File: src/rtl/ngfcs_pkg.sv
// Shared constants, register codes and types for the NGF cosine similarity block.
`default_nettype none
package ngfcs_pkg;
    localparam int COUNT_BITS_DEF = 24;
    localparam int GRAD_W         = 16;
    localparam int OPND_W         = 18;
    localparam int PROD_W         = 2 * OPND_W;
    localparam int ACC_W          = 34;
    localparam int NORM_W         = 17;
    localparam int COS_W          = 16;
    localparam int TERM_W         = 17;
    localparam int SUM_W          = 40;
    localparam int MEAN_W         = 18;
    localparam int SIM_W          = 19;
    localparam int CNT_OUT_W      = 25;
    localparam int DIV_NUM_W      = 48;
    localparam int DIV_DEN_W      = 35;
    localparam int ADDR_W         = 4;

    localparam logic [1:0] REG_POWER  = 2'd0;
    localparam logic [1:0] REG_FNORM  = 2'd1;
    localparam logic [1:0] REG_MNORM  = 2'd2;
    localparam logic [1:0] REG_LEGACY = 2'd3;

    typedef struct packed {
        logic                 start;
        logic [DIV_NUM_W-1:0] num;
        logic [DIV_DEN_W-1:0] den;
    } t_div_req;
endpackage
`default_nettype wire

File: src/rtl/ngfcs_if.sv
// Valid/ready channel interfaces for voxel words and result words.
`default_nettype none
interface ngfcs_in_if;
    logic               valid;
    logic               ready;
    logic signed [15:0] fixed_grad_x;
    logic signed [15:0] fixed_grad_y;
    logic signed [15:0] fixed_grad_z;
    logic signed [15:0] moving_grad_x;
    logic signed [15:0] moving_grad_y;
    logic signed [15:0] moving_grad_z;
    logic               in_foreground;
    logic               last_voxel;
    modport source (output valid, fixed_grad_x, fixed_grad_y, fixed_grad_z,
                    moving_grad_x, moving_grad_y, moving_grad_z, in_foreground,
                    last_voxel, input ready);
    modport sink (input valid, fixed_grad_x, fixed_grad_y, fixed_grad_z,
                  moving_grad_x, moving_grad_y, moving_grad_z, in_foreground,
                  last_voxel, output ready);
endinterface

interface ngfcs_out_if;
    logic               valid;
    logic               ready;
    logic signed [18:0] similarity_value;
    logic [24:0]        voxels_counted;
    modport source (output valid, similarity_value, voxels_counted, input ready);
    modport sink (input valid, similarity_value, voxels_counted, output ready);
endinterface
`default_nettype wire

File: src/rtl/ngfcs_div.sv
// Restoring divider, one quotient bit per cycle.
`default_nettype none
module ngfcs_div
    import ngfcs_pkg::*;
(
    input  wire logic                 i_clk,
    input  wire logic                 i_rst_n,
    input  wire t_div_req             i_req,
    output logic                      o_done,
    output logic [DIV_NUM_W-1:0]      o_quot
);
    localparam int CNT_W = $clog2(DIV_NUM_W);

    logic                 r_busy;
    logic                 r_done;
    logic [CNT_W-1:0]     r_cnt;
    logic [DIV_NUM_W-1:0] r_num;
    logic [DIV_NUM_W-1:0] r_quot;
    logic [DIV_DEN_W-1:0] r_rem;
    logic [DIV_DEN_W-1:0] r_den;
    logic [DIV_DEN_W:0]   w_rem_sh;
    logic [DIV_DEN_W:0]   w_diff;
    logic                 w_ge;

    assign w_rem_sh = {r_rem, r_num[DIV_NUM_W-1]};
    assign w_diff   = w_rem_sh - {1'b0, r_den};
    assign w_ge     = w_rem_sh >= {1'b0, r_den};

    always_ff @(posedge i_clk) begin
        if (!i_rst_n) begin
            r_busy <= 1'b0;
            r_done <= 1'b0;
            r_cnt  <= '0;
        end else begin
            r_done <= 1'b0;
            if (i_req.start) begin
                r_busy <= 1'b1;
                r_cnt  <= CNT_W'(DIV_NUM_W - 1);
            end else if (r_busy) begin
                if (r_cnt == '0) begin
                    r_busy <= 1'b0;
                    r_done <= 1'b1;
                end else begin
                    r_cnt <= r_cnt - 1'b1;
                end
            end
        end
    end

    always_ff @(posedge i_clk) begin
        if (i_req.start) begin
            r_num  <= i_req.num;
            r_den  <= i_req.den;
            r_rem  <= '0;
            r_quot <= '0;
        end else if (r_busy) begin
            r_num  <= {r_num[DIV_NUM_W-2:0], 1'b0};
            r_rem  <= w_ge ? w_diff[DIV_DEN_W-1:0] : w_rem_sh[DIV_DEN_W-1:0];
            r_quot <= {r_quot[DIV_NUM_W-2:0], w_ge};
        end
    end

    assign o_done = r_done;
    assign o_quot = r_quot;
endmodule
`default_nettype wire

File: src/rtl/ngf_cosine_similarity_mean.sv
// Top level: NGF cosine similarity, streaming mean with APB register port.
// A background voxel that is not last is taken while ready stays high. A foreground voxel
// goes through: accept, 12 shared multiply-adds, two 17-step square roots, one denominator
// multiply, the division, the power steps for the exponent and the accumulate; with a zero norm
// product the division and power steps are skipped. A last voxel then adds the mean division
// (skipped when the count is empty) and the output load, which waits out any output stall.
// Throughput: one voxel at a time; synchronous active-low reset clears sum and count and
// restores the register defaults.
`default_nettype none
module ngf_cosine_similarity_mean
    import ngfcs_pkg::*;
#(
    parameter int COUNT_BITS = COUNT_BITS_DEF
) (
    input  wire logic              i_clk,
    input  wire logic              i_rst_n,
    ngfcs_in_if.sink               in_ch,
    ngfcs_out_if.source            out_ch,
    input  wire logic              psel,
    input  wire logic              penable,
    input  wire logic              pwrite,
    input  wire logic [ADDR_W-1:0] paddr,
    input  wire logic [31:0]       pwdata,
    output logic [31:0]            prdata,
    output logic                   pready
);
    localparam int CNT_W = COUNT_BITS + 1;

    localparam logic [3:0] S_IDLE = 4'd0;
    localparam logic [3:0] S_MAC  = 4'd1;
    localparam logic [3:0] S_SQF  = 4'd2;
    localparam logic [3:0] S_SQM  = 4'd3;
    localparam logic [3:0] S_DEN  = 4'd4;
    localparam logic [3:0] S_CDIV = 4'd5;
    localparam logic [3:0] S_POW  = 4'd6;
    localparam logic [3:0] S_ACC  = 4'd7;
    localparam logic [3:0] S_MST  = 4'd8;
    localparam logic [3:0] S_MDIV = 4'd9;
    localparam logic [3:0] S_OUT  = 4'd10;

    // configuration registers
    logic [3:0]  r_power;
    logic [15:0] r_fnorm;
    logic [15:0] r_mnorm;
    logic        r_legacy;
    logic        w_wr;

    assign pready = 1'b1;
    assign w_wr   = psel && penable && pwrite;

    always_ff @(posedge i_clk) begin
        if (!i_rst_n) begin
            r_power  <= 4'd1;
            r_fnorm  <= 16'd256;
            r_mnorm  <= 16'd256;
            r_legacy <= 1'b0;
        end else if (w_wr) begin
            case (paddr[3:2])
                REG_POWER:  r_power  <= pwdata[3:0];
                REG_FNORM:  r_fnorm  <= pwdata[15:0];
                REG_MNORM:  r_mnorm  <= pwdata[15:0];
                REG_LEGACY: r_legacy <= pwdata[0];
                default:    r_legacy <= r_legacy;
            endcase
        end
    end

    always_comb begin
        case (paddr[3:2])
            REG_POWER:  prdata = {28'd0, r_power};
            REG_FNORM:  prdata = {16'd0, r_fnorm};
            REG_MNORM:  prdata = {16'd0, r_mnorm};
            REG_LEGACY: prdata = {31'd0, r_legacy};
            default:    prdata = '0;
        endcase
    end

    // exponent 0 behaves as 1 (odd)
    logic [3:0] w_peff;
    assign w_peff = (r_power == 4'd0) ? 4'd1 : r_power;

    // sequencer and datapath registers
    logic [3:0]               r_state;
    logic [3:0]               r_step;
    logic                     r_last;
    logic signed [OPND_W-1:0] r_f0, r_f1, r_f2, r_f3;
    logic signed [OPND_W-1:0] r_m0, r_m1, r_m2, r_m3;
    logic signed [ACC_W-1:0]  r_acc_f, r_acc_m, r_acc_d;
    logic [ACC_W-1:0]         r_sq_v, r_sq_r;
    logic [4:0]               r_sq_k;
    logic [NORM_W-1:0]        r_nf, r_nm;
    logic [COS_W-1:0]         r_c, r_pw;
    logic [3:0]               r_pk;
    logic signed [TERM_W-1:0] r_term;
    logic signed [SUM_W-1:0]  r_sum;
    logic [CNT_W-1:0]         r_count;
    logic signed [MEAN_W-1:0] r_mean;
    logic                     r_ovalid;
    logic signed [SIM_W-1:0]  r_osim;
    logic [CNT_OUT_W-1:0]     r_ocnt;

    // shared 18x18 multiplier
    logic signed [OPND_W-1:0] w_ma, w_mb;
    logic signed [PROD_W-1:0] w_prod;

    always_comb begin
        w_ma = '0;
        w_mb = '0;
        case (r_state)
            S_MAC: begin
                case (r_step[1:0])
                    2'd0:    begin w_ma = r_f0; w_mb = r_m0; end
                    2'd1:    begin w_ma = r_f1; w_mb = r_m1; end
                    2'd2:    begin w_ma = r_f2; w_mb = r_m2; end
                    default: begin w_ma = r_f3; w_mb = r_m3; end
                endcase
                // first group squares fixed, second squares moving
                if (r_step[3:2] == 2'd0) begin
                    w_mb = w_ma;
                end else if (r_step[3:2] == 2'd1) begin
                    w_ma = w_mb;
                end
            end
            S_DEN: begin
                w_ma = {1'b0, r_nf};
                w_mb = {1'b0, r_nm};
            end
            S_POW: begin
                w_ma = {2'b00, r_pw};
                w_mb = {2'b00, r_c};
            end
            default: begin
                w_ma = '0;
                w_mb = '0;
            end
        endcase
    end

    assign w_prod = w_ma * w_mb;

    // square root step
    logic [ACC_W-1:0] w_bit, w_rb, w_sq_r_n, w_sq_v_n;
    assign w_bit = ACC_W'(1) << {r_sq_k, 1'b0};
    assign w_rb  = r_sq_r + w_bit;
    always_comb begin
        if (r_sq_v >= w_rb) begin
            w_sq_v_n = r_sq_v - w_rb;
            w_sq_r_n = (r_sq_r >> 1) + w_bit;
        end else begin
            w_sq_v_n = r_sq_v;
            w_sq_r_n = r_sq_r >> 1;
        end
    end

    // cosine numerator
    logic                     w_neg;
    logic [ACC_W-1:0]         w_dabs;
    logic [DIV_DEN_W-1:0]     w_denom;
    assign w_neg   = r_acc_d[ACC_W-1];
    assign w_dabs  = w_neg ? ACC_W'(-r_acc_d) : ACC_W'(r_acc_d);
    assign w_denom = DIV_DEN_W'(w_prod);

    // power step: (r*c + 2^14) >> 15
    logic [PROD_W-1:0] w_pround;
    assign w_pround = PROD_W'(w_prod) + PROD_W'(16384);

    // divider
    t_div_req             w_req;
    logic                 w_div_done;
    logic [DIV_NUM_W-1:0] w_quot;

    ngfcs_div u_div (
        .i_clk   (i_clk),
        .i_rst_n (i_rst_n),
        .i_req   (w_req),
        .o_done  (w_div_done),
        .o_quot  (w_quot)
    );

    logic              w_sneg;
    logic [SUM_W-1:0]  w_sabs;
    assign w_sneg = r_sum[SUM_W-1];
    assign w_sabs = w_sneg ? SUM_W'(-r_sum) : SUM_W'(r_sum);

    always_comb begin
        w_req = '0;
        if (r_state == S_DEN && w_denom != '0) begin
            w_req.start = 1'b1;
            w_req.num   = {w_dabs[32:0], 15'd0} + DIV_NUM_W'(w_denom >> 1);
            w_req.den   = w_denom;
        end else if (r_state == S_MST && r_count != '0) begin
            w_req.start = 1'b1;
            w_req.num   = DIV_NUM_W'({w_sabs, 1'b0}) + DIV_NUM_W'(r_count >> 1);
            w_req.den   = DIV_DEN_W'(r_count);
        end
    end

    // saturating accumulate
    logic signed [SUM_W:0] w_sum_ext;
    logic signed [SUM_W:0] w_smax, w_smin;
    assign w_smax    = (SUM_W+1)'({1'b0, {(SUM_W-1){1'b1}}});
    assign w_smin    = ~w_smax;
    assign w_sum_ext = (SUM_W+1)'(r_sum) + (SUM_W+1)'(r_term);

    // result mapping
    logic signed [SIM_W:0] w_one_minus, w_result;
    assign w_one_minus = (SIM_W+1)'(65536) - (SIM_W+1)'(r_mean);
    always_comb begin
        if (r_legacy) begin
            w_result = (SIM_W+1)'(r_mean);
        end else if (!w_peff[0]) begin
            w_result = w_one_minus;
        end else begin
            w_result = (w_one_minus + 2'sb01) >>> 1;
        end
    end

    logic w_out_free;
    assign w_out_free  = !r_ovalid || out_ch.ready;
    assign in_ch.ready = (r_state == S_IDLE);

    always_ff @(posedge i_clk) begin
        if (!i_rst_n) begin
            r_state  <= S_IDLE;
            r_step   <= '0;
            r_sum    <= '0;
            r_count  <= '0;
            r_ovalid <= 1'b0;
        end else begin
            // load a new result word, else drop the taken one
            if (r_state == S_OUT && w_out_free) begin
                r_ovalid <= 1'b1;
            end else if (r_ovalid && out_ch.ready) begin
                r_ovalid <= 1'b0;
            end
            case (r_state)
                S_IDLE: begin
                    if (in_ch.valid) begin
                        if (in_ch.in_foreground && !r_count[COUNT_BITS]) begin
                            r_state <= S_MAC;
                        end else if (in_ch.last_voxel) begin
                            r_state <= S_MST;
                        end
                        r_step <= '0;
                    end
                end
                S_MAC: begin
                    r_step <= r_step + 1'b1;
                    if (r_step == 4'd11) begin
                        r_state <= S_SQF;
                    end
                end
                S_SQF: begin
                    if (r_sq_k == '0) begin
                        r_state <= S_SQM;
                    end
                end
                S_SQM: begin
                    if (r_sq_k == '0) begin
                        r_state <= S_DEN;
                    end
                end
                S_DEN: begin
                    r_state <= (w_denom == '0) ? S_ACC : S_CDIV;
                end
                S_CDIV: begin
                    if (w_div_done) begin
                        r_state <= S_POW;
                    end
                end
                S_POW: begin
                    if (r_pk == '0) begin
                        r_state <= S_ACC;
                    end
                end
                S_ACC: begin
                    if (w_sum_ext > w_smax) begin
                        r_sum <= SUM_W'(w_smax);
                    end else if (w_sum_ext < w_smin) begin
                        r_sum <= SUM_W'(w_smin);
                    end else begin
                        r_sum <= SUM_W'(w_sum_ext);
                    end
                    r_count <= r_count + 1'b1;
                    r_state <= r_last ? S_MST : S_IDLE;
                end
                S_MST: begin
                    r_state <= (r_count == '0) ? S_OUT : S_MDIV;
                end
                S_MDIV: begin
                    if (w_div_done) begin
                        r_state <= S_OUT;
                    end
                end
                S_OUT: begin
                    // hold until the output register is free, then clear the running mean
                    if (w_out_free) begin
                        r_sum    <= '0;
                        r_count  <= '0;
                        r_state  <= S_IDLE;
                    end
                end
                default: begin
                    r_state <= S_IDLE;
                end
            endcase
        end
    end

    // payload registers
    always_ff @(posedge i_clk) begin
        case (r_state)
            S_IDLE: begin
                r_last  <= in_ch.last_voxel;
                r_f0    <= OPND_W'(in_ch.fixed_grad_x);
                r_f1    <= OPND_W'(in_ch.fixed_grad_y);
                r_f2    <= OPND_W'(in_ch.fixed_grad_z);
                r_f3    <= {2'b00, r_fnorm};
                r_m0    <= OPND_W'(in_ch.moving_grad_x);
                r_m1    <= OPND_W'(in_ch.moving_grad_y);
                r_m2    <= OPND_W'(in_ch.moving_grad_z);
                r_m3    <= {2'b00, r_mnorm};
                r_acc_f <= '0;
                r_acc_m <= '0;
                r_acc_d <= '0;
            end
            S_MAC: begin
                case (r_step[3:2])
                    2'd0:    r_acc_f <= r_acc_f + ACC_W'(w_prod);
                    2'd1:    r_acc_m <= r_acc_m + ACC_W'(w_prod);
                    default: r_acc_d <= r_acc_d + ACC_W'(w_prod);
                endcase
                // load the root unit each step; the last load holds the complete fixed squared norm
                r_sq_v <= ACC_W'(r_acc_f);
                r_sq_r <= '0;
                r_sq_k <= 5'd16;
            end
            S_SQF: begin
                if (r_sq_k == '0) begin
                    r_nf   <= w_sq_r_n[NORM_W-1:0];
                    r_sq_v <= ACC_W'(r_acc_m);
                    r_sq_r <= '0;
                    r_sq_k <= 5'd16;
                end else begin
                    r_sq_v <= w_sq_v_n;
                    r_sq_r <= w_sq_r_n;
                    r_sq_k <= r_sq_k - 1'b1;
                end
            end
            S_SQM: begin
                r_sq_v <= w_sq_v_n;
                r_sq_r <= w_sq_r_n;
                r_sq_k <= r_sq_k - 1'b1;
                if (r_sq_k == '0) begin
                    r_nm <= w_sq_r_n[NORM_W-1:0];
                end
            end
            S_DEN: begin
                r_term <= '0;
            end
            S_CDIV: begin
                if (w_quot > DIV_NUM_W'(32768)) begin
                    r_c  <= COS_W'(32768);
                    r_pw <= COS_W'(32768);
                end else begin
                    r_c  <= w_quot[COS_W-1:0];
                    r_pw <= w_quot[COS_W-1:0];
                end
                r_pk <= w_peff - 1'b1;
            end
            S_POW: begin
                if (r_pk == '0) begin
                    r_term <= (w_neg && w_peff[0]) ? -TERM_W'({1'b0, r_pw})
                                                   : TERM_W'({1'b0, r_pw});
                end else begin
                    r_pw <= w_pround[COS_W+14:15];
                    r_pk <= r_pk - 1'b1;
                end
            end
            S_MST: begin
                r_mean <= '0;
            end
            S_MDIV: begin
                r_mean <= w_sneg ? -MEAN_W'(w_quot[MEAN_W-2:0])
                                 : MEAN_W'(w_quot[MEAN_W-2:0]);
            end
            S_OUT: begin
                if (w_out_free) begin
                    r_osim <= SIM_W'(w_result);
                    r_ocnt <= CNT_OUT_W'(r_count);
                end
            end
            default: begin
                r_last <= r_last;
            end
        endcase
    end

    assign out_ch.valid            = r_ovalid;
    assign out_ch.similarity_value = r_osim;
    assign out_ch.voxels_counted   = r_ocnt;

    // a result word appears only out of the output-load step
    a_out_from_load: assert property (@(posedge i_clk) disable iff (!i_rst_n)
        $rose(r_ovalid) |-> $past(r_state) == S_OUT)
        else $error("result word raised outside output load");

    // the count never passes its full mark
    a_count_limit: assert property (@(posedge i_clk) disable iff (!i_rst_n)
        !(r_count[COUNT_BITS] && (r_count[COUNT_BITS-1:0] != '0)))
        else $error("foreground count beyond limit");

    // the divider is started only on the way into a wait for it
    a_div_start: assert property (@(posedge i_clk) disable iff (!i_rst_n)
        w_req.start |=> (r_state == S_CDIV || r_state == S_MDIV))
        else $error("divider started without a wait state");
endmodule
`default_nettype wire
File: src/flat_wrapper.sv
// flat-port wrapper written by rule: the top's interface ports become plain ports
module ngf_cosine_similarity_mean_flat import ngfcs_pkg::*;
#(
    parameter int COUNT_BITS = COUNT_BITS_DEF
)
  (i_clk, i_rst_n, psel, penable, pwrite, paddr, pwdata, prdata, pready, in_ch_valid, in_ch_fixed_grad_x, in_ch_fixed_grad_y, in_ch_fixed_grad_z, in_ch_moving_grad_x, in_ch_moving_grad_y, in_ch_moving_grad_z, in_ch_in_foreground, in_ch_last_voxel, in_ch_ready, out_ch_valid, out_ch_similarity_value, out_ch_voxels_counted, out_ch_ready);
  ngfcs_in_if in_ch_i ();
  ngfcs_out_if out_ch_i ();
  input  wire logic i_clk;
  input  wire logic i_rst_n;
  input  wire logic psel;
  input  wire logic penable;
  input  wire logic pwrite;
  input  wire logic [ADDR_W-1:0] paddr;
  input  wire logic [31:0] pwdata;
  output logic [31:0] prdata;
  output logic pready;
  input wire logic [$bits(in_ch_i.valid)-1:0] in_ch_valid;
  input wire logic [$bits(in_ch_i.fixed_grad_x)-1:0] in_ch_fixed_grad_x;
  input wire logic [$bits(in_ch_i.fixed_grad_y)-1:0] in_ch_fixed_grad_y;
  input wire logic [$bits(in_ch_i.fixed_grad_z)-1:0] in_ch_fixed_grad_z;
  input wire logic [$bits(in_ch_i.moving_grad_x)-1:0] in_ch_moving_grad_x;
  input wire logic [$bits(in_ch_i.moving_grad_y)-1:0] in_ch_moving_grad_y;
  input wire logic [$bits(in_ch_i.moving_grad_z)-1:0] in_ch_moving_grad_z;
  input wire logic [$bits(in_ch_i.in_foreground)-1:0] in_ch_in_foreground;
  input wire logic [$bits(in_ch_i.last_voxel)-1:0] in_ch_last_voxel;
  output wire logic [$bits(in_ch_i.ready)-1:0] in_ch_ready;
  output wire logic [$bits(out_ch_i.valid)-1:0] out_ch_valid;
  output wire logic [$bits(out_ch_i.similarity_value)-1:0] out_ch_similarity_value;
  output wire logic [$bits(out_ch_i.voxels_counted)-1:0] out_ch_voxels_counted;
  input wire logic [$bits(out_ch_i.ready)-1:0] out_ch_ready;
  assign in_ch_i.valid = in_ch_valid;
  assign in_ch_i.fixed_grad_x = in_ch_fixed_grad_x;
  assign in_ch_i.fixed_grad_y = in_ch_fixed_grad_y;
  assign in_ch_i.fixed_grad_z = in_ch_fixed_grad_z;
  assign in_ch_i.moving_grad_x = in_ch_moving_grad_x;
  assign in_ch_i.moving_grad_y = in_ch_moving_grad_y;
  assign in_ch_i.moving_grad_z = in_ch_moving_grad_z;
  assign in_ch_i.in_foreground = in_ch_in_foreground;
  assign in_ch_i.last_voxel = in_ch_last_voxel;
  assign in_ch_ready = in_ch_i.ready;
  assign out_ch_valid = out_ch_i.valid;
  assign out_ch_similarity_value = out_ch_i.similarity_value;
  assign out_ch_voxels_counted = out_ch_i.voxels_counted;
  assign out_ch_i.ready = out_ch_ready;
  ngf_cosine_similarity_mean #(.COUNT_BITS(COUNT_BITS)) u_core (.i_clk(i_clk), .i_rst_n(i_rst_n), .in_ch(in_ch_i), .out_ch(out_ch_i), .psel(psel), .penable(penable), .pwrite(pwrite), .paddr(paddr), .pwdata(pwdata), .prdata(prdata), .pready(pready));
endmodule
File: config.mk
export PLATFORM = sky130hd
export DESIGN_NAME = ngf_cosine_similarity_mean_flat
export DESIGN_NICKNAME = d
export VERILOG_FILES = /design/src/rtl/ngfcs_pkg.sv /design/src/rtl/ngfcs_if.sv /design/src/rtl/ngfcs_div.sv /design/src/rtl/ngf_cosine_similarity_mean.sv /design/src/flat_wrapper.sv
export SDC_FILE = /design/constraint.sdc
export NUM_CORES = 2
export LEC_CHECK = 0
export ABC_CLOCK_PERIOD_IN_PS = 26700
export BUFFER_PORTS_ARGS = -buffer_cell sky130_fd_sc_hd__buf_2
export CORE_UTILIZATION = 50
export DETAILED_ROUTE_END_ITERATION = 10
export HOLD_SLACK_MARGIN = 0.05
export PLACE_DENSITY_LB_ADDON = 0.25
export SYNTH_ARGS = -nofsm -noshare
export SYNTH_HDL_FRONTEND = slang
export SYNTH_SLANG_ARGS = --single-unit
export TNS_END_PERCENT = 10
File: constraint.sdc
create_clock -name i_clk -period 26.7 [get_ports i_clk]
set_input_delay 4.005 -clock i_clk [delete_from_list [all_inputs] [get_ports i_clk]]
set_output_delay 4.005 -clock i_clk [all_outputs]
set_load 0.01 [all_outputs]
==> results.cfg <==
[yosys]
synth_commonest_cells = nor2_1 (643), nand2_1 (598), inv_1 (595)
synth_top_area_share_pct = 26.8
syn_area_per_cell_um2 = 9.35
yosysTopAreaCell = edfxtp_1
yosys_warnings = 0
yosys.cell_count.top_type = nor2_1
synth-xor-area-share_pct = 6.98
synthCells = 6432
synth_top_family_by_area = adder cells
synth_edf_count = 536
muxShareOfSynthArea_pct = 3.05
ys_types = 101
synth-main-ff-cell = edfxtp_1
synthAdderAreaFrac_pct = 19.3
synthArstFlopShare_pct = 0
yosys.area_share.simple_pct = 15.0
synth-compound-area-share_pct = 16.7
ys_seq_elements = 738
synth_area_um2 = 60100
ys_seq_area_share_pct = 33.5
yosys-top-cells-area = edfxtp_1 (27%), fa_1 (11%), ha_1 (8.3%)

[placed_design]
routabilityCongestion = 0.949
placed_cells = 8063
dp_hpwl_mm = 132
portBuffers = 184

[status]
outcome = complete, no violations

[global_routing]
grt_max_degree = 96
antenna_found_initial = 6
grt-ovfl-total = 0
gr-usage-all-layers_pct = 28.6
grt_pass1_wl_mm = 271
grt_pass1_vias = 46700

[worst_setup_path]
critPathMostFrequentCell = inv_1
critPathMaxFanout = 57
setup.worst_path.end_class = flip-flop
cp.arrival_ns = 13.98
r2r_slack_ns = 12.97
worst-setup-path-type = reg -> reg
max_stage_delay_ns = 1.03
required_ns = 26.95
slowest_stage = or3_2
start_kind = flip-flop

[clocking]
cts_buffers = 86
postCtsSetupBuffers = 0
path_clk_slew_ns = 0.06
clock_path_buffers = 3
clock_latency_ns = 0.69
cts-root-buf = clkbuf_16
cts_num_sinks = 738
hold_buffers = 0
cts_resized = 0
htreeDepth = 3
cts_tree = done

[timing]
post-route-period-util_pct = 51.4
clock.fmax_mhz = 72.8
fin_tns_setup_ns = 0
final.setup_skew_ns = 0.0213
whs_ns = 0.461
grt_setup_unrepaired = no
drv_slew = 0
final-hold-violation-count = 0
setup_viol = 0
slew-limit-headroom_pct = 15.4
min_period_ns = 13.73
worstMarginPinSlew_ns = 1.27

[final_layout]
multi_input_area_um2 = 36900
syn_to_final_growth_pct = 9.20
final_cells = 8221
regArea_um2 = 20100
layout-drive-gt1-share_pct = 8.07
final.fill_count = 10600
nNetsFinal = 7420
final_util_pct = 55.3

[floorplanning]
die_area_um2 = 122000
core_um2 = 119000
die_h_um = 349
die_w_um = 349
row_count = 126
start_util_pct = 50.7
io_pins = 220

[routing]
drtAntennaViolNets = 0
viasPerCell = 5.97
first_pass_iters = 7
drt_iter0_drc = 4713
route.vias.total = 49100
drt-wirelength-per-cell_um = 21.4
drt_wl_total_mm = 176
drc = 0

[worst_hold_path]
hold_class = reg -> reg

[pwr]
p_int_mw = 3.70
seqPwrFrac_pct = 26.8
p_leak_nw = 27.8
peakVddDrop_mv = 0.0899
clockPowerShare_pct = 16.8
pwr-share-comb_pct = 56.3
powerDensity_nw_per_um2 = 106
swShare_pct = 46.9
p_sw_mw = 3.27

[run]
max-cap-violations = 0
[cell type report]
| type | count | area share, % |
|---|---|---|
| multi-input combinational | 4845 | 56.2 |
| sequential | 738 | 30.7 |
| clock buffer | 112 | 3.52 |
| inverter | 600 | 3.44 |
| tap | 1600 | 3.05 |
| timing repair buffer | 280 | 2.50 |
| clock inverter | 44 | 0.661 |
| antenna | 2 | 0.00762 |
[final timing paths]
| kind | start | to | depth (start not counted) |
|---|---|---|---|
| max | u_core.r_state[0]$_SDFFE_PN0P_ | u_core.u_div.r_num[18]$_DFFE_PP_ | 40 |
| min reg2reg | u_core.r_fnorm[6]$_SDFFE_PN0P_ | u_core.r_f3[6]$_DFFE_PP_ | 0 |
| max reg2reg | u_core.r_state[0]$_SDFFE_PN0P_ | u_core.u_div.r_num[18]$_DFFE_PP_ | 40 |
| min | u_core.r_fnorm[6]$_SDFFE_PN0P_ | u_core.r_f3[6]$_DFFE_PP_ | 0 |
[stage by stage]
stage | setup slack, ns | total power [mW] | area, um^2
2_1_floorplan | 15.61 | 4.55 | 60200
3_3_place_gp | 13.33 | 5.65 | 62900
3_5_place_dp | 13.30 | 5.71 | 62900
4_1_cts | 13.18 | 6.91 | 65700
5_1_grt | 12.52 | 7.38 | 65700
6_report | 12.97 | 6.97 | 65700
[registers in the layout (all words and copies together) (netlist names), 17 cells and up]
register and cells:
u_core.r_nf 17, u_core.r_sq_v 34, u_core.u_div.r_num 48, u_core.u_div.o_quot 48, u_core.r_term 17, u_core.r_mean 18, u_core.r_acc_f 34, u_core.u_div.r_den 35
u_core.r_acc_d 34, u_core.out_ch.similarity_value 19, u_core.r_sum 40, u_core.r_count 25, u_core.r_acc_m 34, u_core.r_sq_r 34, u_core.r_nm 17, u_core.out_ch.voxels_counted 25
u_core.u_div.r_rem 35
[power by group through the flow]
stage | Sequential [mW] | Combinational [mW] | Clock [mW]
finish | 1.87 | 3.93 | 1.17
CTS | 1.86 | 3.86 | 1.18
global route | 1.90 | 4.26 | 1.22
global placement | 1.87 | 3.77 | 0
floorplan | 1.82 | 2.73 | 0
detailed placement | 1.88 | 3.83 | 0
[routing by layer]
layer	up-vias	share of wire, %	global-route usage, %
met5	-	0.038	0
met4	10	4.0	10.9
met3	353	8.4	4.65
met2	1958	45	45.4
met1	23800	42	39.3
li1	22900	-	-
[critical path: cells and delay by family (launching register included)]
family                   cells  cell delay (ns)
XOR/XNOR                     1             0.08
AO/OA/AOI/OAI               10             3.06
flip-flops                   1             0.79
AND/OR/NAND/NOR             11             4.49
buffers and inverters       10             1.61
adder cells (fa/ha/maj)      8             3.08
[cell families (layout without fill, tap and decap cells)]
family | count (synthesis) | count (layout)
xor+xnor | 478 | 478
mux | 181 | 181
compound gates | 1495 | 1495
flops | 738 | 738
buf+inv | 864 | 1036
simple gates | 1946 | 1946
fa+ha+maj | 728 | 728
other cells | 2 | 19
[layout by cell type, fill, tap and decap left out, drive strengths merged, types with 59 or more instances in the layout]
master,instances
xnor2,249
xor2,228
a211oi,96
dfxtp,202
edfxtp,536
ha,397
nand2,599
clkbuf,112
and2,67
nand2b,73
mux2i,172
nor3,126
a21oi,385
nor2,644
o21ai,298
and3,59
nand3,99
buf,280
inv,602
a21o,146
o31ai,61
fa,331
No activity file was read; power rests on OpenSTA's default activity.
